===== src/rtl/core/cifm_pkg.sv =====
// Shared types, constants and helpers for the collapse index forward map.
`timescale 1ns / 1ps
package cifm_pkg;

	localparam int MAX_DIMS     = 4;
	localparam int MAX_EXTENT   = 64;
	localparam int POS_W        = 25;
	localparam int EXT_W        = 7;
	localparam int VAL_W        = 7;
	localparam int TGT_W        = 3;
	localparam int CNT_W        = 3;
	localparam int DIM_W        = $clog2(MAX_DIMS);
	localparam int MARGIN_W     = $clog2(MAX_EXTENT);
	localparam int DIV_STAGES   = 5;
	localparam int DIV_STEPS    = POS_W / DIV_STAGES;
	localparam int CFG_W        = 28;
	localparam int CFG_IDX_W    = 3;
	localparam int PROD_W       = POS_W + VAL_W;
	localparam int PIPE_LATENCY = MAX_DIMS * (DIV_STAGES + 1) + 2;

	typedef enum logic {
		CMD_WRITE = 1'b0,
		CMD_MAP   = 1'b1
	} cmd_t;

	typedef enum logic [CFG_IDX_W-1:0] {
		REG_SRC_COUNT   = 3'd0,
		REG_SRC_EXTENTS = 3'd1,
		REG_DIM_TARGETS = 3'd2,
		REG_TGT_COUNT   = 3'd3,
		REG_STRIDE_0    = 3'd4,
		REG_STRIDE_1    = 3'd5,
		REG_STRIDE_2    = 3'd6,
		REG_STRIDE_3    = 3'd7
	} cfg_reg_t;

	typedef struct packed {
		logic                cmd;
		logic [POS_W-1:0]    source_position;
		logic [DIM_W-1:0]    table_dim;
		logic [MARGIN_W-1:0] table_margin;
		logic [VAL_W-1:0]    table_value;
	} item_t;

	typedef struct packed {
		logic [POS_W-1:0] target_position;
		logic             excluded;
	} result_t;

	typedef struct packed {
		logic [CNT_W-1:0]                   src_count;
		logic [MAX_DIMS-1:0][EXT_W-1:0]     extents;
		logic [MAX_DIMS-1:0][TGT_W-1:0]     targets;
		logic [CNT_W-1:0]                   tgt_count;
		logic [MAX_DIMS-1:0][POS_W-1:0]     strides;
	} cfg_t;

	// One beat travelling down the pipe; table writes ride along with map beats.
	typedef struct packed {
		logic                           valid;
		logic                           is_map;
		logic                           excl;
		logic [POS_W-1:0]               q;
		logic [EXT_W-1:0]               rem;
		logic [MAX_DIMS-1:0][VAL_W-1:0] after;
		logic [DIM_W-1:0]               wr_dim;
		logic [MARGIN_W-1:0]            wr_margin;
		logic [VAL_W-1:0]               wr_value;
	} pipe_t;

	function automatic logic [CNT_W-1:0] sat_count(input logic [CNT_W-1:0] c);
		return (c > CNT_W'(MAX_DIMS)) ? CNT_W'(MAX_DIMS) : c;
	endfunction

endpackage


===== src/rtl/core/cifm_stride_sum.sv =====
// Stride multiply and sum of target margins into the result register.
`timescale 1ns / 1ps
module cifm_stride_sum (
	input  logic              clk,
	input  logic              arst_n,
	input  cifm_pkg::cfg_t    cfg,
	input  cifm_pkg::pipe_t   in_p,
	output logic              done,
	output cifm_pkg::result_t result
);

	logic [cifm_pkg::POS_W-1:0] prod_s1 [cifm_pkg::MAX_DIMS];
	logic [cifm_pkg::POS_W-1:0] prod_c  [cifm_pkg::MAX_DIMS];
	logic                       v_s1;
	logic                       excl_s1;
	logic                       done_q;
	cifm_pkg::result_t          result_q;
	logic [cifm_pkg::CNT_W-1:0] ntgt;
	logic [cifm_pkg::POS_W-1:0] sum;
	logic [cifm_pkg::PROD_W-1:0] full;

	assign ntgt = cifm_pkg::sat_count(cfg.tgt_count);

	always_comb begin
		full = '0;
		for (int k = 0; k < cifm_pkg::MAX_DIMS; k++) begin
			full = cifm_pkg::PROD_W'(cfg.strides[k]) *
				cifm_pkg::PROD_W'(in_p.after[k] - cifm_pkg::VAL_W'(1));
			prod_c[k] = (cifm_pkg::CNT_W'(k) < ntgt) ? full[cifm_pkg::POS_W-1:0] : '0;
		end
	end

	always_ff @(posedge clk or negedge arst_n) begin
		if (!arst_n) begin
			v_s1 <= 1'b0;
		end else begin
			v_s1 <= in_p.valid && in_p.is_map;
		end
	end

	always_ff @(posedge clk) begin
		excl_s1 <= in_p.excl;
		for (int k = 0; k < cifm_pkg::MAX_DIMS; k++) begin
			prod_s1[k] <= prod_c[k];
		end
	end

	always_comb begin
		sum = cifm_pkg::POS_W'(1);
		for (int k = 0; k < cifm_pkg::MAX_DIMS; k++) begin
			sum = sum + prod_s1[k];
		end
	end

	always_ff @(posedge clk or negedge arst_n) begin
		if (!arst_n) begin
			done_q <= 1'b0;
		end else begin
			done_q <= v_s1;
		end
	end

	always_ff @(posedge clk) begin
		result_q.target_position <= excl_s1 ? '0 : sum;
		result_q.excluded        <= excl_s1;
	end

	assign done   = done_q;
	assign result = result_q;

endmodule


===== config.mk =====
export PLATFORM = sky130hd
export DESIGN_NAME = cifm_stride_sum
export DESIGN_NICKNAME = d
export VERILOG_FILES = /design/src/rtl/core/cifm_pkg.sv /design/src/rtl/core/cifm_stride_sum.sv
export SDC_FILE = /design/constraint.sdc
export NUM_CORES = 2
export LEC_CHECK = 0
export BUFFER_PORTS_ARGS = -buffer_cell sky130_fd_sc_hd__clkbuf_2
export CORE_ASPECT_RATIO = 0.75
export CORE_MARGIN = 4
export CORE_UTILIZATION = 50
export DETAILED_ROUTE_END_ITERATION = 7
export PLACE_DENSITY_LB_ADDON = 0.3
export SLEW_MARGIN = 20
export SYNTH_ARGS = -nofsm -noshare
export SYNTH_HDL_FRONTEND = slang
export SYNTH_SLANG_ARGS = --single-unit

===== constraint.sdc =====
create_clock -name clk -period 6.6 [get_ports clk]
set_input_delay 0.66 -clock clk [delete_from_list [all_inputs] [get_ports clk]]
set_output_delay 0.66 -clock clk [all_outputs]
set_load 0.01 [all_outputs]

==> summary.md <==
| Metric | Value |
|---|---|
| Post-synth EDFFs | 0 |
| CP max stage delay | about 520 ps |
| CP Cell Sequence | clkbuf_2 > inv_1 > ha_1 > or3b_2 > nor3_1 > xnor2_1 > buf_4 > nor2b_1 > fa_1 > fa_1 > fa_1 > inv_1 > fa_1 > inv_1 > ha_1 > nand2_1 > or3_1 > a21boi_0 > o22ai_1 > o21ai_0 > a21oi_1 > a311o_1 |
| RR Endpoint | result[24] |
| Clock Latency Late Sink | roughly 420 ps |
| Final HPWL DP | 52200 um |
| Pin count of the biggest net entering global routing | 29 |
| Mapped Cells | 2988 |
| Initial antenna violation count | 0 |
| Area contributors post-synth | fa_1 38%, ha_1 11%, dfxtp_1 9.5% |
| Routed vias | just under 20000 |
| Slew headroom | 32.0% |
| Pre-antenna DRT Iters | 5 |
| Status | finished, final reports clean |
| CTS buffer count | 17 |
| Setup violations, final | 0 |
| Leakage | 14.6 nW |
| All-Layer GR Usage | 22.3% |
| Power Total | 14.2 mW |
| Top Ports | 253 |
| CP Capture Point | prod_s1[1][23] |
| Share of cells above drive strength 1 | 8.30% |
| Top Layer Used | met4 |
| Total grt overflow | 0 |
| Clk pin slew, worst setup/hold paths | 60 ps |
| Total Routed Length | 61400 um |
| Yosys top cell by area | fa_1 |
| Max IR drop VDD | 0.000508 V |
| NumNets Final | 4115 |
| Worst min-delay path class | in2reg |
| R2r setup slk | 2750 ps |
| Seq/Total Area, Yosys | roughly 9.7% |
| Per-cell routed wire length | about 16 um |
| Power density over the cells | 486 nW/um2 |
| Register area | 2590 um2 |
| Yosys cell types | 61 |
| Slowest stage cell, crit path | fa_1 |
| Routability Congestion | 0.915 |
| Asr flop ratio synth | under 10% |
| Initial DRC count | 1120 |
| Seq cells post-synth | ~130 |
| DR WL met2 | slightly below 30000 um |
| Tightest Pin Transition | 1020 ps |
| Post-CTS setup repair buffer count | 0 |
| FF-to-FF path depth | 13 |
| Via density per instance | 5.13 |
| Core Region | between 50000 and 60000 um2 |
| Area Overhead vs Synth | 9.20% |
| CTS tree | built |
| Cell row count | 73 |
| Synth top area share | between 30% and 40% |
| Synth Net Count | 3958 |
| Top FF cell, synth | dfxtp_1 |
| Met3 wire len | ~3400 um |
| Clock skew | 13.5 ps |
| Count leader, synth | inv_1 |
| Die X | 275 um |
| Critical path endpoint category | register |
| Die Y-Extent | 208 um |
| FF-to-FF Start | prod_s1[3][1] |
| # clock sinks | 129 |
| Synth warn | 0 |
| RSZ-0062 raised after global routing | false |
| Multi-input gate area in the final layout | 21500 um2 |
| Number of remaining DRC errors | 0 |
| Vias in the first global route | 21500 |
| IO Port Bufs | 162 |
| Final hold viol count | 0 |
| Max Root-Sink Buffers | 2 |
| Initial Utilization | 50.6% |
| Post-Syn Area | 26800 um2 |
| Max-cap violation count | 0 |
| Dpl ws | 121 ps |
| Setup_tns | 0 ps |
| Mean Syn Cell Area | between 8 and 9 um2 |
| CP Max Fanout | 10 |
| WP data arrival | 6380 ps |
| Clk root buf | clkbuf_16 |
| Filler instances | 4743 |
| Setup WS post-layout | roughly 520 ps |
| Fin util | 55.2% |
| CP required | 6910 ps |
| Slew Viols, Final | 0 |
| CP Class | in2reg |
| First-pass GRT wire length | 105000 um |
| Antenna cells | 0 |
| Top post-synthesis cells by count | 656 x inv_1, 508 x fa_1, 303 x nor2b_1, 240 x and2_1, 236 x ha_1 |
| Max Fclk | 165 MHz |
| Hold path start | in_p[75] |
| Die Area | 57400 um2 |
| Most used cell, CP | fa_1 |
| CP Launch Type | input port |
| Minimum clock period | 6080 ps |
| Post-Route M1 WL | between 20000 and 30000 um |
| Post-route ant nets | 0 |
| H-tree levels | 4 |
| Tcrit/Tclk final | 92.1% |
| Crit path from | in_p[22] |
==> cell type report <==
cell class                 count  share of cell area (%)
sequential                   129                    8.86
tap                          712                    3.04
multi-input combinational   2131                    73.4
inverter                     656                    8.41
clock inverter                11                   0.393
timing repair buffer         210                    4.22
clock buffer                  21                    1.64
==> registers in the layout, summed over array words and instances (netlist names) <==
register / cells
result: 26
prod_s1: 100
done: 1
excl_s1: 1
v_s1: 1
==> cell usage in the layout (no fill, tap or decap), types with 7 or more instances in the layout <==
master and n:
nor3b_1 9, clkbuf_16 17, a211oi_1 16, o21a_1 20, a31oi_1 7, o31ai_1 12
xor2_1 60, buf_4 42, nor2_1 190, fa_1 508, xnor2_1 89, a21o_1 30
nor3_1 26, a21oi_1 64, nand3_1 9, and2_1 240, clkbuf_2 162, nor2b_1 303
ha_1 236, inv_1 656, o21ai_0 53, o21bai_1 10, or2_2 12, dfxtp_1 127
nand2b_1 31, or3_1 7, nand2_1 135
==> per-stage QoR <==
step | instances | hold slack [ps] | instance area [um2]
2_1_floorplan | 2988 | 329 | 26800
3_3_place_gp | 3837 | 342 | 28600
3_5_place_dp | 3837 | 342 | 28600
4_1_cts | 3870 | 331 | 29200
5_1_grt | 3870 | 329 | 29300
6_report | 3870 | 343 | 29300
==> critical path, delay by kind of cell <==
kind | cells | cell delay [ps]
adders and majority gates | 6 | 2420
and+or+nand+nor | 5 | 1260
AOI/OAI and AO/OA | 5 | 1150
buffers and inverters | 5 | 550
xor gates and xnor gates | 1 | 340
==> cells by family after synthesis <==
logic type	count (synthesis)	synth area share, %
flops	129	9.68
simple gates	988	20.0
compound gates	245	5.85
buf+inv	728	10.2
fa+ha+maj	744	49.0
mux	1	0.0420
xor+xnor	153	5.21
==> power by group <==
part	internal (mW)	leakage [nW]	switching, mW
clock	0.567	0.293	0.376
sequential	1.22	1.09	0.265
combinational	4.94	13.2	6.84
total	6.73	14.6	7.48
==> what timing repair did <==
item	4_1_cts	5_1_grt
hold endpoints to repair	2	0
endpoints found under the setup margin	0	0
hold buffers	1	0
gates resized for setup	0	0
==> worst min-delay path by stage <==
| stage | endpoint | cells past startpoint |
|---|---|---|
| 2_1_floorplan | result[0] | 0 |
| 3_3_place_gp | done | 0 |
| 3_5_place_dp | done | 0 |
| 4_1_cts | excl_s1 | 1 |
| 5_1_grt | excl_s1 | 1 |
| 6_report | excl_s1 | 1 |
==> metal layers <==
metal / up-vias / track usage (%)
met3: 73 / 3.54
met2: 471 / 37.2
li1: 9268 / -
met4: 0 / 4.36
met5: - / 0
met1: 10100 / 31.2
Note: power is estimated with default switching activity, not from simulation.
