File: config.mk
export PLATFORM = sky130hd
export DESIGN_NAME = cifm_dim_unit
export DESIGN_NICKNAME = d
export VERILOG_FILES = /design/src/rtl/core/cifm_pkg.sv /design/src/rtl/core/cifm_ram.sv /design/src/rtl/core/cifm_dim_unit.sv
export SDC_FILE = /design/constraint.sdc
export NUM_CORES = 1
export LEC_CHECK = 0
export ABC_CLOCK_PERIOD_IN_PS = 13400
export CORE_AREA = 2 2 179 357
export CTS_CLUSTER_DIAMETER = 60
export DETAILED_ROUTE_END_ITERATION = 16
export DIE_AREA = 0 0 181 359
export DONT_BUFFER_PORTS = 1
export GPL_ROUTABILITY_DRIVEN = 1
export PLACE_DENSITY = 0.8
export RECOVER_POWER = 25
export SYNTH_ARGS = -nofsm -noshare
export SYNTH_HDL_FRONTEND = slang
export SYNTH_SLANG_ARGS = --single-unit
File: constraint.sdc
create_clock -name clk -period 13.4 [get_ports clk]
set_clock_uncertainty 0.2 [all_clocks]
set_input_delay 0.67 -clock clk [delete_from_list [all_inputs] [get_ports clk]]
set_output_delay 0.67 -clock clk [all_outputs]
set_load 0.005 [all_outputs]
File: src/rtl/core/cifm_pkg.sv
// Shared types, constants and helpers for the collapse index forward map.
`timescale 1ns / 1ps
package cifm_pkg;

	localparam int MAX_DIMS     = 4;
	localparam int MAX_EXTENT   = 64;
	localparam int POS_W        = 25;
	localparam int EXT_W        = 7;
	localparam int VAL_W        = 7;
	localparam int TGT_W        = 3;
	localparam int CNT_W        = 3;
	localparam int DIM_W        = $clog2(MAX_DIMS);
	localparam int MARGIN_W     = $clog2(MAX_EXTENT);
	localparam int DIV_STAGES   = 5;
	localparam int DIV_STEPS    = POS_W / DIV_STAGES;
	localparam int CFG_W        = 28;
	localparam int CFG_IDX_W    = 3;
	localparam int PROD_W       = POS_W + VAL_W;
	localparam int PIPE_LATENCY = MAX_DIMS * (DIV_STAGES + 1) + 2;

	typedef enum logic {
		CMD_WRITE = 1'b0,
		CMD_MAP   = 1'b1
	} cmd_t;

	typedef enum logic [CFG_IDX_W-1:0] {
		REG_SRC_COUNT   = 3'd0,
		REG_SRC_EXTENTS = 3'd1,
		REG_DIM_TARGETS = 3'd2,
		REG_TGT_COUNT   = 3'd3,
		REG_STRIDE_0    = 3'd4,
		REG_STRIDE_1    = 3'd5,
		REG_STRIDE_2    = 3'd6,
		REG_STRIDE_3    = 3'd7
	} cfg_reg_t;

	typedef struct packed {
		logic                cmd;
		logic [POS_W-1:0]    source_position;
		logic [DIM_W-1:0]    table_dim;
		logic [MARGIN_W-1:0] table_margin;
		logic [VAL_W-1:0]    table_value;
	} item_t;

	typedef struct packed {
		logic [POS_W-1:0] target_position;
		logic             excluded;
	} result_t;

	typedef struct packed {
		logic [CNT_W-1:0]                   src_count;
		logic [MAX_DIMS-1:0][EXT_W-1:0]     extents;
		logic [MAX_DIMS-1:0][TGT_W-1:0]     targets;
		logic [CNT_W-1:0]                   tgt_count;
		logic [MAX_DIMS-1:0][POS_W-1:0]     strides;
	} cfg_t;

	// One beat travelling down the pipe; table writes ride along with map beats.
	typedef struct packed {
		logic                           valid;
		logic                           is_map;
		logic                           excl;
		logic [POS_W-1:0]               q;
		logic [EXT_W-1:0]               rem;
		logic [MAX_DIMS-1:0][VAL_W-1:0] after;
		logic [DIM_W-1:0]               wr_dim;
		logic [MARGIN_W-1:0]            wr_margin;
		logic [VAL_W-1:0]               wr_value;
	} pipe_t;

	function automatic logic [CNT_W-1:0] sat_count(input logic [CNT_W-1:0] c);
		return (c > CNT_W'(MAX_DIMS)) ? CNT_W'(MAX_DIMS) : c;
	endfunction

endpackage

File: src/rtl/core/cifm_ram.sv
// Simple dual-port RAM, one write and one registered read port.
`timescale 1ns / 1ps
module cifm_ram #(
	parameter int DEPTH = 64,
	parameter int WIDTH = 7
) (
	input  logic                     clk,
	input  logic                     we,
	input  logic [$clog2(DEPTH)-1:0] waddr,
	input  logic [WIDTH-1:0]         wdata,
	input  logic [$clog2(DEPTH)-1:0] raddr,
	output logic [WIDTH-1:0]         rdata
);

	logic [WIDTH-1:0] mem [DEPTH];

	always_ff @(posedge clk) begin
		if (we) begin
			mem[waddr] <= wdata;
		end
	end

	always_ff @(posedge clk) begin
		rdata <= mem[raddr];
	end

endmodule

File: src/rtl/core/cifm_dim_unit.sv
// One source dimension: pipelined divide by its extent, then its index table lookup.
`timescale 1ns / 1ps
module cifm_dim_unit (
	input  logic                       clk,
	input  logic                       arst_n,
	input  logic [cifm_pkg::DIM_W-1:0] dim_idx,
	input  cifm_pkg::cfg_t             cfg,
	input  cifm_pkg::pipe_t            in_p,
	output cifm_pkg::pipe_t            out_p
);

	cifm_pkg::pipe_t div_s [cifm_pkg::DIV_STAGES];
	cifm_pkg::pipe_t lk_s;
	cifm_pkg::pipe_t p0;
	cifm_pkg::pipe_t dq;
	logic                          hit_s;
	logic [cifm_pkg::EXT_W-1:0]    divisor;
	logic [cifm_pkg::CNT_W-1:0]    nsrc;
	logic [cifm_pkg::CNT_W-1:0]    ntgt;
	logic [cifm_pkg::TGT_W-1:0]    tgt;
	logic                          active;
	logic                          in_tab;
	logic                          we;
	logic [cifm_pkg::VAL_W-1:0]    rd_data;

	// Restoring division, a few quotient bits per stage; q shifts out the dividend
	// and shifts in the quotient.
	function automatic cifm_pkg::pipe_t div_steps(input cifm_pkg::pipe_t p,
			input logic [cifm_pkg::EXT_W-1:0] dv);
		cifm_pkg::pipe_t r;
		logic [cifm_pkg::EXT_W:0] t;
		r = p;
		for (int j = 0; j < cifm_pkg::DIV_STEPS; j++) begin
			t = {r.rem, r.q[cifm_pkg::POS_W-1]};
			if (t >= {1'b0, dv}) begin
				r.rem = cifm_pkg::EXT_W'(t - {1'b0, dv});
				r.q   = {r.q[cifm_pkg::POS_W-2:0], 1'b1};
			end else begin
				r.rem = t[cifm_pkg::EXT_W-1:0];
				r.q   = {r.q[cifm_pkg::POS_W-2:0], 1'b0};
			end
		end
		return r;
	endfunction

	assign nsrc    = cifm_pkg::sat_count(cfg.src_count);
	assign ntgt    = cifm_pkg::sat_count(cfg.tgt_count);
	assign active  = {1'b0, dim_idx} < nsrc;
	assign divisor = (cfg.extents[dim_idx] == '0) ? cifm_pkg::EXT_W'(1) : cfg.extents[dim_idx];
	assign tgt     = cfg.targets[dim_idx];

	always_comb begin
		p0     = in_p;
		p0.rem = '0;
	end

	always_ff @(posedge clk or negedge arst_n) begin
		if (!arst_n) begin
			for (int i = 0; i < cifm_pkg::DIV_STAGES; i++) begin
				div_s[i] <= '0;
			end
		end else begin
			div_s[0] <= div_steps(p0, divisor);
			for (int i = 1; i < cifm_pkg::DIV_STAGES; i++) begin
				div_s[i] <= div_steps(div_s[i-1], divisor);
			end
		end
	end

	assign dq     = div_s[cifm_pkg::DIV_STAGES-1];
	assign in_tab = dq.rem < cifm_pkg::EXT_W'(cifm_pkg::MAX_EXTENT);
	// table writes land in order with the map beats, so no forwarding is needed
	assign we     = dq.valid && !dq.is_map && (dq.wr_dim == dim_idx);

	cifm_ram #(
		.DEPTH(cifm_pkg::MAX_EXTENT),
		.WIDTH(cifm_pkg::VAL_W)
	) u_bank (
		.clk  (clk),
		.we   (we),
		.waddr(dq.wr_margin),
		.wdata(dq.wr_value),
		.raddr(dq.rem[cifm_pkg::MARGIN_W-1:0]),
		.rdata(rd_data)
	);

	always_ff @(posedge clk or negedge arst_n) begin
		if (!arst_n) begin
			lk_s  <= '0;
			hit_s <= 1'b0;
		end else begin
			lk_s  <= dq;
			hit_s <= in_tab;
		end
	end

	always_comb begin
		out_p = lk_s;
		if (lk_s.valid && lk_s.is_map && active && !lk_s.excl) begin
			if (!hit_s || rd_data == '0) begin
				out_p.excl = 1'b1;
			end else if (tgt != '0 && tgt <= ntgt) begin
				out_p.after[cifm_pkg::DIM_W'(tgt - cifm_pkg::TGT_W'(1))] = rd_data;
			end
		end
	end

endmodule

==> results by group, run 1 <==
Route
  • Final ANT Viol Nets: 0
  • Initial drt markers: 1,859
  • Residual DRC count: 0
  • DRT Wirelength: 86,170 microns
  • Routed vias: 21,510
  • WL/cell: 25.34 microns
  • Vias per cell: 6.323
  • Number of detailed-route iterations in the first pass: 7

Die
  • Die area: 64,980 sq um
  • Die outline width: 181 microns
  • Core area: 62,460 sq um
  • Initial core utilization: 0.6321
  • Die Height: 359 microns
  • Row count: 130
  • I/O pins: 306

Min path
  • Worst hold-check path type: in2reg
  • Hold depth: 2
  • Min-delay src: in_p[70]
  • Hold Path End: div_s[355]

Critical path
  • Critical setup path kind: in2reg
  • Slowest cell on crit path: or4b_1
  • Worst Setup End Kind: flip-flop
  • Crit path max fanout: 12
  • Worst endpoint required time: 13.70 ns
  • Reg2Reg Depth: 41
  • Reg2Reg Capture Point: div_s[49]
  • R2R setup slack: 2.43 ns
  • Worst Path Arrival: 12.77 ns
  • Reg2reg start: div_s[152]
  • CP max stage delay: 0.76 ns
  • Most frequent CP cell: nor2b_1
  • CP Launch Type: input pin
  • Critical path's top delay family: compound AO/OA/AOI/OAI gates
  • WP buf/inv: 2

Finish
  • Layout area overhead: 10.12%
  • Share of layout cells above drive strength 1: 0.1752
  • Non-filler cells, final: 3,401
  • Most frequent cells in the layout: dfrtp_1 (460), edfxtp_1 (448), ha_1 (174), mux4_2 (154), nor2_1 (134)
  • Multi-input gate area: 13,070 sq um
  • Nets: 2,976
  • Commonest non-fill, non-tap cell in the layout: dfrtp_1
  • Reg area: 25,340 sq um
  • Number of fill cells in the layout: 3,907
  • Inserted Diodes: 0

Timing
  • TNS Setup: 0 ns
  • Least-Margin Pin Slew: 7.069 ns
  • Fmax: 80.19 MHz
  • Final Hold Fails: 0
  • Period utilisation layout: 0.9306
  • Setup ws final: 0.9303 ns
  • Slew headroom: -3.713
  • RSZ-0062 raised after global routing: no
  • Final-report setup violation count: 0
  • WHS: 0.1178 ns
  • Slew Viols, Final: 245
  • Final min period: 12.47 ns

Placement
  • Placed Instances: 3,197
  • Setup WS pre-CTS: 0.2419 ns
  • RD Place Congestion: 0.8584
  • Final HPWL DP: 53,110 microns
  • Number of port buffers: 0

CTS
  • Htree depth: 3
  • Clock latency at the later pin of the worst-skew pair: 0.65 ns
  • CTS clk-pin slew, worst paths: 0.07 ns
  • CTS tree: yes
  • CTS sink count: 924
  • Clk buf depth: 3
  • Num CTS Buffers: 73
  • Root Driver: clkbuf_16

Status
  • Failing checks: max-capacitance violations, max-slew violations
  • Outcome: finished, violations left

Synth
  • FF+latch count, synth: 924
  • Ys Warns: 0
  • Asr flop ratio synth: 0.5076
  • Unique masters post-synth: 101
  • Number of cells produced by synthesis: 2,485
  • Register area share after synthesis: 0.6416
  • Post-Syn Area: 39,480 sq um
  • Syn avg cell area: 15.89 sq um
  • Post-synth EDFFs: 448
  • Post-synth top flop: dfrtp_1
  • Syn Nets: 2,911

GRT
  • Global Route Usage Sum: 0.2727
  • Largest net degree at the start of global routing: 470
  • First-pass GRT wire length: 134,200 microns
  • Vias in the first global route: 22,550
  • Number of antenna violations at the first check in global routing: 3
  • Total grt overflow: 0

Run
  • Max cap viols: 4
registers in the layout, summed over array words and instances, names as in the netlist:
register / count
lk_s: 29
hit_s: 1
out_p: 49
u_bank.rdata: 7
u_bank.mem: 448
div_s: 390
cells in the mapped netlist (5+ instances only):
cell type | instances | share of area
mux2_4 | 19 | 0.0072
edfxtp_1 | 448 | 0.34
and2_1 | 8 | 0.0013
ha_1 | 174 | 0.055
or2_2 | 5 | 0.00079
mux2_2 | 76 | 0.022
o31ai_1 | 5 | 0.00095
o211ai_1 | 12 | 0.0023
and3_1 | 7 | 0.0011
o221ai_1 | 5 | 0.0011
fa_1 | 24 | 0.012
or3_1 | 10 | 0.0016
nor3_1 | 17 | 0.0022
o21bai_1 | 10 | 0.0019
dfrtp_1 | 469 | 0.30
mux4_2 | 154 | 0.088
buf_4 | 50 | 0.0095
nor2_1 | 134 | 0.013
a221oi_1 | 7 | 0.0016
xor2_1 | 34 | 0.0075
o21ai_0 | 76 | 0.0096
nor2b_1 | 47 | 0.0074
buf_1 | 21 | 0.0020
nand3_1 | 23 | 0.0029
nand3b_1 | 6 | 0.0011
nand2_1 | 64 | 0.0061
a31oi_1 | 6 | 0.00095
nor4_1 | 5 | 0.00079
xnor2_1 | 49 | 0.011
mux2i_1 | 28 | 0.0071
nand4_1 | 17 | 0.0027
dfxtp_1 | 7 | 0.0035
a211oi_1 | 13 | 0.0025
a21oi_1 | 81 | 0.010
a21o_1 | 48 | 0.0091
inv_1 | 117 | 0.011
and4_1 | 6 | 0.0013
o21a_1 | 31 | 0.0059
nand2b_1 | 24 | 0.0038
clkbuf_1 | 24 | 0.0023
o31a_1 | 13 | 0.0029
a21boi_0 | 10 | 0.0019
cells by family (layout without fill, tap and decap cells):
group                      after synthesis  count (layout)  share of synthesized area
xor gates and xnor gates                83              83                    0.01841
muxes                                  281             281                     0.1261
DFF                                    924             924                     0.6416
adders and majority gates              198             198                    0.06732
and+or+nand+nor                        396             396                    0.05182
AOI/OAI and AO/OA                      376             376                    0.06725
buffers and inverters                  227             351                    0.02748
how the worst max path moves through the flow:
stage          slack, ns         end  cells after the start        from
3_3_place_gp        0.53   div_s[44]                     44  dim_idx[0]
4_1_cts             0.76   div_s[45]                     44  dim_idx[0]
3_5_place_dp        0.24   div_s[47]                     44  dim_idx[0]
5_1_grt            0.008   div_s[45]                     46  dim_idx[0]
2_1_floorplan       1.44  div_s[122]                     48  dim_idx[0]
6_report            0.93   div_s[49]                     44  dim_idx[0]
stage by stage:
stage / util / cell area (sq um)
floorplan: - / 39480
global placement: 0.6414 / 40060
detailed placement: 0.6414 / 40060
CTS: 0.6955 / 43440
global route: 0.6960 / 43470
finish: 0.6960 / 43470
final cells by class:
| type | instances | share of cell area |
|---|---|---|
| clock buffers | 98 | 0.05134 |
| clock inverters | 36 | 0.01042 |
| inverters | 124 | 0.01094 |
| multi-input cells | 1334 | 0.3006 |
| flip-flops and latches | 924 | 0.5829 |
| well taps | 792 | 0.02279 |
| repair buffers | 93 | 0.02095 |
per-layer routing:
metal | global-route usage | share of wire | vias up
li1 | - | - | 9408
met3 | 0.05359 | 0.080 | 148
met5 | 0 | 0.00035 | -
met1 | 0.3665 | 0.39 | 10980
met2 | 0.4587 | 0.51 | 970
met4 | 0.07811 | 0.025 | 4
what timing repair did:
| action | 4_1_cts | 5_1_grt |
|---|---|---|
| hold buffers | 67 | 1 |
| endpoints found under the hold margin | 535 | 132 |
| gates resized for setup | 0 | 2 |
| endpoints found under the setup margin | 0 | 7 |
| buffers inserted | 0 | 0 |
worst reg2reg max path, delay by kind of cell, from the launching register on:
kind / cells / cell delay, ns
compound gates: 19 / 4.24
simple gates: 9 / 2.35
fa+ha+maj: 6 / 2.19
mux: 4 / 1.31
flops: 1 / 0.39
buf+inv: 3 / 0.17
Power of run 1 is not shown: default switching activity piles up to over one toggle a cycle in this logic, so the estimate is an artifact.
==> inputs of run 2 (changes only) <==
- CORE_AREA: 2 2 179 357 -> 2 2 208 415
- DIE_AREA: 0 0 181 359 -> 0 0 210 417
- PLACE_DENSITY: 0.8 -> 0.67
==> results by group, run 2 (same netlist as run 1, synthesis figures left out) <==
Status
  • Outcome: finished, violations left
  • Failing checks: max-capacitance violations, max-slew violations

Route
  • Vias per cell: 5.748 (-9.1%)
  • Residual DRC count: 0 (unchanged)
  • Final ANT Viol Nets: 0 (unchanged)
  • Routed vias: 21,340 (-0.79%)
  • Initial drt markers: 1,184 (-36%)
  • WL/cell: 24.79 microns (-2.1%)
  • DRT Wirelength: 92,040 microns (+6.8%)
  • Number of detailed-route iterations in the first pass: 5 (-2)

Placement
  • Final HPWL DP: 63,880 microns (+20%)
  • Setup WS pre-CTS: 0.3418 ns (+0.09996 ns)
  • Number of port buffers: 0 (unchanged)
  • RD Place Congestion: 0.9176 (+6.9%)

Critical path
  • Slowest cell on crit path: mux4_1
  • CP Launch Type: input pin
  • CP max stage delay: 0.70 ns (-0.06 ns)
  • Crit path max fanout: 17 (+5)
  • Reg2Reg Capture Point: div_s[121]
  • Reg2reg start: div_s[230]
  • Critical setup path kind: in2reg
  • Worst Setup End Kind: flip-flop
  • Reg2Reg Depth: 42 (+2.4%)
  • Worst Path Arrival: 12.94 ns (+0.17 ns)
  • WP buf/inv: 5 (+3)
  • R2R setup slack: 2.36 ns (-0.07 ns)
  • Critical path's top delay family: compound AO/OA/AOI/OAI gates
  • Worst endpoint required time: 13.73 ns (+0.03 ns)

GRT
  • First-pass GRT wire length: 138,600 microns (+3.3%)
  • Largest net degree at the start of global routing: 470 (unchanged)
  • Number of antenna violations at the first check in global routing: 5 (+2)
  • Global Route Usage Sum: 0.2146 (-0.05804)
  • Vias in the first global route: 23,010 (+2.0%)
  • Total grt overflow: 0 (unchanged)

CTS
  • Num CTS Buffers: 79 (+8.2%)
  • PostCTS Resize Cnt: 0 (unchanged)
  • Root Driver: clkbuf_16
  • Htree depth: 3 (unchanged)
  • CTS sink count: 924 (unchanged)
  • CTS clk-pin slew, worst paths: 0.07 ns (about the same)
  • Clock latency at the later pin of the worst-skew pair: 0.66 ns (about the same)
  • Clk buf depth: 3 (unchanged)
  • CTS tree: yes

Finish
  • Largest reg by FF count: u_bank.mem
  • Most frequent cells in the layout: dfrtp_1 (464), edfxtp_1 (448), ha_1 (174), mux4_2 (154), nor2_1 (134)
  • Commonest non-fill, non-tap cell in the layout: dfrtp_1
  • Nets: 2,999 (+0.77%)
  • Largest register FFs: 448 (unchanged)
  • Number of fill cells in the layout: 6,572 (+68%)
  • Final core occ: 0.5221 (-0.1739)
  • Layout area overhead: 11.69%
  • Share of layout cells above drive strength 1: 0.1785 (+0.003314)

Timing
  • RSZ-0062 raised after global routing: no
  • Slew headroom: -1.082 (+2.630)
  • Final min period: 12.61 ns (+0.1369 ns)
  • Fmax: 79.32 MHz (-1.1%)
  • TNS Setup: 0 ns (unchanged)
  • Final Hold Fails: 0 (unchanged)
  • Final-report setup violation count: 0 (unchanged)
  • Slew Viols, Final: 207 (-16%)
  • Period utilisation layout: 0.9408 (+0.01022)
  • Least-Margin Pin Slew: 3.124 ns (-3.946 ns)
  • Setup ws final: 0.7933 ns (-0.1369 ns)

Min path
  • Min-delay src: div_s[288]
  • Worst hold-check path type: reg2reg
  • Hold depth: 0 (-2)
  • Hold Path End: div_s[215]

Die
  • Die area: 87,570 sq um (+35%)
  • Initial core utilization: 0.4675 (-0.1646)
  • Die Height: 417 microns (+16%)
  • Die outline width: 210 microns (+16%)
  • Row count: 151 (+16%)
  • I/O pins: 306 (unchanged)
  • Core area: 84,450 sq um (+35%)

Run
  • Max cap viols: 4 (unchanged)
## run 2: cell types whose count changed in the layout (fill, tap and decap cells not counted), sizes merged
cell         before  now
buf              24   38
bufinv            6   11
clkbuf          100  106
clkinv           22   23
diode             0    2
dlygate4sd3      67   68
inv             125  128
## run 2: repair_timing
item,4_1_cts,5_1_grt
hold buffers,68,1
endpoints found under the hold margin,536,12
endpoints found under the setup margin,0,2
buffers inserted,0,1
## run 2: through the flow
step                      cell area [sq um]  instances  hold slack, ns
after floorplan                       39480       2485          0.1312
after global placement                40500       3490          0.1315
after detailed placement              40500       3490          0.1347
after CTS                             44030       3705          0.1194
after global routing                  44090       3710          0.1324
final                                 44090       3712          0.1226
## run 2: worst max-delay path by stage
| stage | start | end | slack, ns | cells past startpoint |
|---|---|---|---|---|
| finish | dim_idx[0] | div_s[121] | 0.79 | 46 |
| global route | dim_idx[0] | div_s[123] | 0.06 | 47 |
| CTS | dim_idx[0] | div_s[201] | 1.00 | 51 |
| detailed placement | dim_idx[0] | div_s[121] | 0.34 | 46 |
| global placement | dim_idx[0] | div_s[201] | 0.46 | 48 |
| floorplan | dim_idx[0] | div_s[122] | 1.44 | 48 |
## run 2: area by class of cell
type / instances / area [sq um] / share of cell area
flip-flops and latches: 924 / 25340 / 0.5746
multi-input cells: 1334 / 13070 / 0.2963
clock buffers: 102 / 2228 / 0.05054
well taps: 1071 / 1340 / 0.03039
repair buffers: 110 / 1041 / 0.02361
clock inverters: 45 / 600.6 / 0.01362
inverters: 124 / 475.5 / 0.01078
diodes: 2 / 5.005 / 0.0001135
## run 2: metal layers
metal / global-route usage / share of wire
met5: 0 / 0.00014
met1: 0.2330 / 0.35
met2: 0.3930 / 0.54
met4: 0.1135 / 0.055
met3: 0.04160 / 0.053
Power of run 2 is left out for the same reason.
==> inputs of run 3 (changes only) <==
- PLACE_DENSITY: 0.67 -> 0.73
==> results by group, run 3 (same netlist as run 1, synthesis figures left out) <==
Die
  • Die Height: 417 microns (unchanged)
  • Die outline width: 210 microns (unchanged)
  • Die area: 87,570 sq um (unchanged)
  • Core area: 84,450 sq um (unchanged)
  • Row count: 151 (unchanged)
  • Initial core utilization: 0.4675 (unchanged)
  • I/O pins: 306 (unchanged)

Critical path
  • Reg2Reg Capture Point: div_s[201]
  • Critical Path Source: dim_idx[0]
  • Crit path max fanout: 13 (-4)
  • CP max stage delay: 0.69 ns (about the same)
  • Reg2Reg Depth: 47 (+12%)
  • CP Launch Type: input pin
  • R2R setup slack: 2.16 ns (-0.20 ns)
  • Worst Setup End Kind: flip-flop
  • Slowest cell on crit path: mux4_1
  • CP Depth: 50 (+8.7%)
  • Critical setup path kind: in2reg
  • Worst Path Arrival: 12.96 ns (+0.02 ns)
  • Critical path's top delay family: compound AO/OA/AOI/OAI gates
  • WP buf/inv: 7 (+2)
  • Crit path capture: div_s[201]
  • Reg2reg start: div_s[308]
  • Worst endpoint required time: 13.74 ns (about the same)

Placement
  • RD Place Congestion: 0.8869 (-3.3%)
  • Number of port buffers: 0 (unchanged)
  • Setup WS pre-CTS: 0.3819 ns (+0.04009 ns)
  • Final HPWL DP: 62,100 microns (-2.8%)

Timing
  • Least-Margin Pin Slew: 6.412 ns (+3.288 ns)
  • Slew Viols, Final: 480 (+130%)
  • Final-report setup violation count: 0 (unchanged)
  • Final Hold Fails: 0 (unchanged)
  • RSZ-0062 raised after global routing: no
  • Fmax: 79.20 MHz (-0.15%)
  • Final min period: 12.63 ns (+0.01903 ns)
  • Slew headroom: -3.275 (-2.192)
  • Setup ws final: 0.7743 ns (-0.01903 ns)
  • TNS Setup: 0 ns (unchanged)
  • Period utilisation layout: 0.9422 (+0.001420)

GRT
  • Number of antenna violations at the first check in global routing: 0 (-5)
  • First-pass GRT wire length: 137,300 microns (-0.92%)
  • Global Route Usage Sum: 0.2108 (-0.003830)
  • Vias in the first global route: 23,400 (+1.7%)
  • Total grt overflow: 0 (unchanged)
  • Largest net degree at the start of global routing: 470 (unchanged)

Route
  • DRT Wirelength: 90,410 microns (-1.8%)
  • Initial drt markers: 1,363 (+15%)
  • Vias per cell: 5.800 (+0.91%)
  • WL/cell: 24.31 microns (-2.0%)
  • Final ANT Viol Nets: 0 (unchanged)
  • Number of detailed-route iterations in the first pass: 5 (unchanged)
  • Routed vias: 21,570 (+1.1%)
  • Residual DRC count: 0 (unchanged)

Min path
  • Hold depth: 0 (unchanged)
  • Worst hold-check path type: reg2reg

CTS
  • PostCTS Resize Cnt: 0 (unchanged)
  • Post-CTS Setup Inserts: 0 (unchanged)
  • Root Driver: clkbuf_16
  • Htree depth: 3 (unchanged)
  • CTS clk-pin slew, worst paths: 0.06 ns (about the same)
  • Num CTS Buffers: 81 (+2.5%)
  • Clk buf depth: 3 (unchanged)
  • CTS tree: yes
  • CTS sink count: 924 (unchanged)
  • CTS Hold Bufs: 68 (unchanged)
  • Clock latency at the later pin of the worst-skew pair: 0.68 ns (+0.02 ns)

Finish
  • Number of fill cells in the layout: 6,579 (+0.11%)
  • Nets: 3,006 (+0.23%)
  • Layout area overhead: 11.67% (about the same)
  • Most frequent cells in the layout: dfrtp_1 (464), edfxtp_1 (448), ha_1 (174), mux4_2 (154), nor2_1 (134)
  • Inserted Diodes: 0 (-2)
  • Commonest non-fill, non-tap cell in the layout: dfrtp_1
  • Largest register FFs: 448 (unchanged)
  • Largest reg by FF count: u_bank.mem
  • Share of layout cells above drive strength 1: 0.1790 (+0.0005263)

Status
  • Outcome: finished, violations left
  • Failing checks: max-capacitance violations, max-slew violations

Run
  • Max cap viols: 7 (+3)
## run 3: how the worst min path moves through the flow
stage                     from         end  slack, ns
global route        div_s[331]  div_s[253]       0.13
detailed placement  div_s[180]  div_s[102]       0.13
finish              div_s[303]  div_s[230]       0.14
CTS                 div_s[338]  div_s[260]       0.14
floorplan            div_s[78]    div_s[0]       0.13
global placement    div_s[118]   div_s[40]       0.13
## run 3: worst register-to-register path, delay by kind of cell, from the launching register on
kind / cells / cell delay (ns)
AO/OA/AOI/OAI: 23 / 5.77
multiplexers: 2 / 0.74
flip-flops: 1 / 0.39
adder cells (fa/ha/maj): 6 / 1.98
AND/OR/NAND/NOR: 8 / 1.20
buffers and inverters: 8 / 0.84
## run 3: layout make-up
cell class	count	area (sq um)	share of cell area
sequential	924	25340	0.5748
inverter	124	475.5	0.01079
timing repair buffer	115	1047	0.02376
clock inverter	46	558.0	0.01266
tap	1071	1340	0.03040
clock buffer	105	2252	0.05109
multi-input combinational	1334	13070	0.2965
## run 3: metal layers
layer / GRT usage / part of all wire
met5: 0 / 0
met1: 0.2239 / 0.34
met3: 0.04032 / 0.057
met2: 0.3829 / 0.53
met4: 0.1302 / 0.065
## run 3: stage by stage
step	std cells	utilization	area (sq um)	hold slack (ns)
after detailed placement	3497	0.4802	40560	0.1347
after global routing	3719	0.5220	44080	0.1330
after CTS	3716	0.5218	44070	0.1363
final	3719	0.5220	44080	0.1390
after floorplan	2485	-	39480	0.1312
after global placement	3497	0.4802	40560	0.1314
Power of run 3 is left out for the same reason.
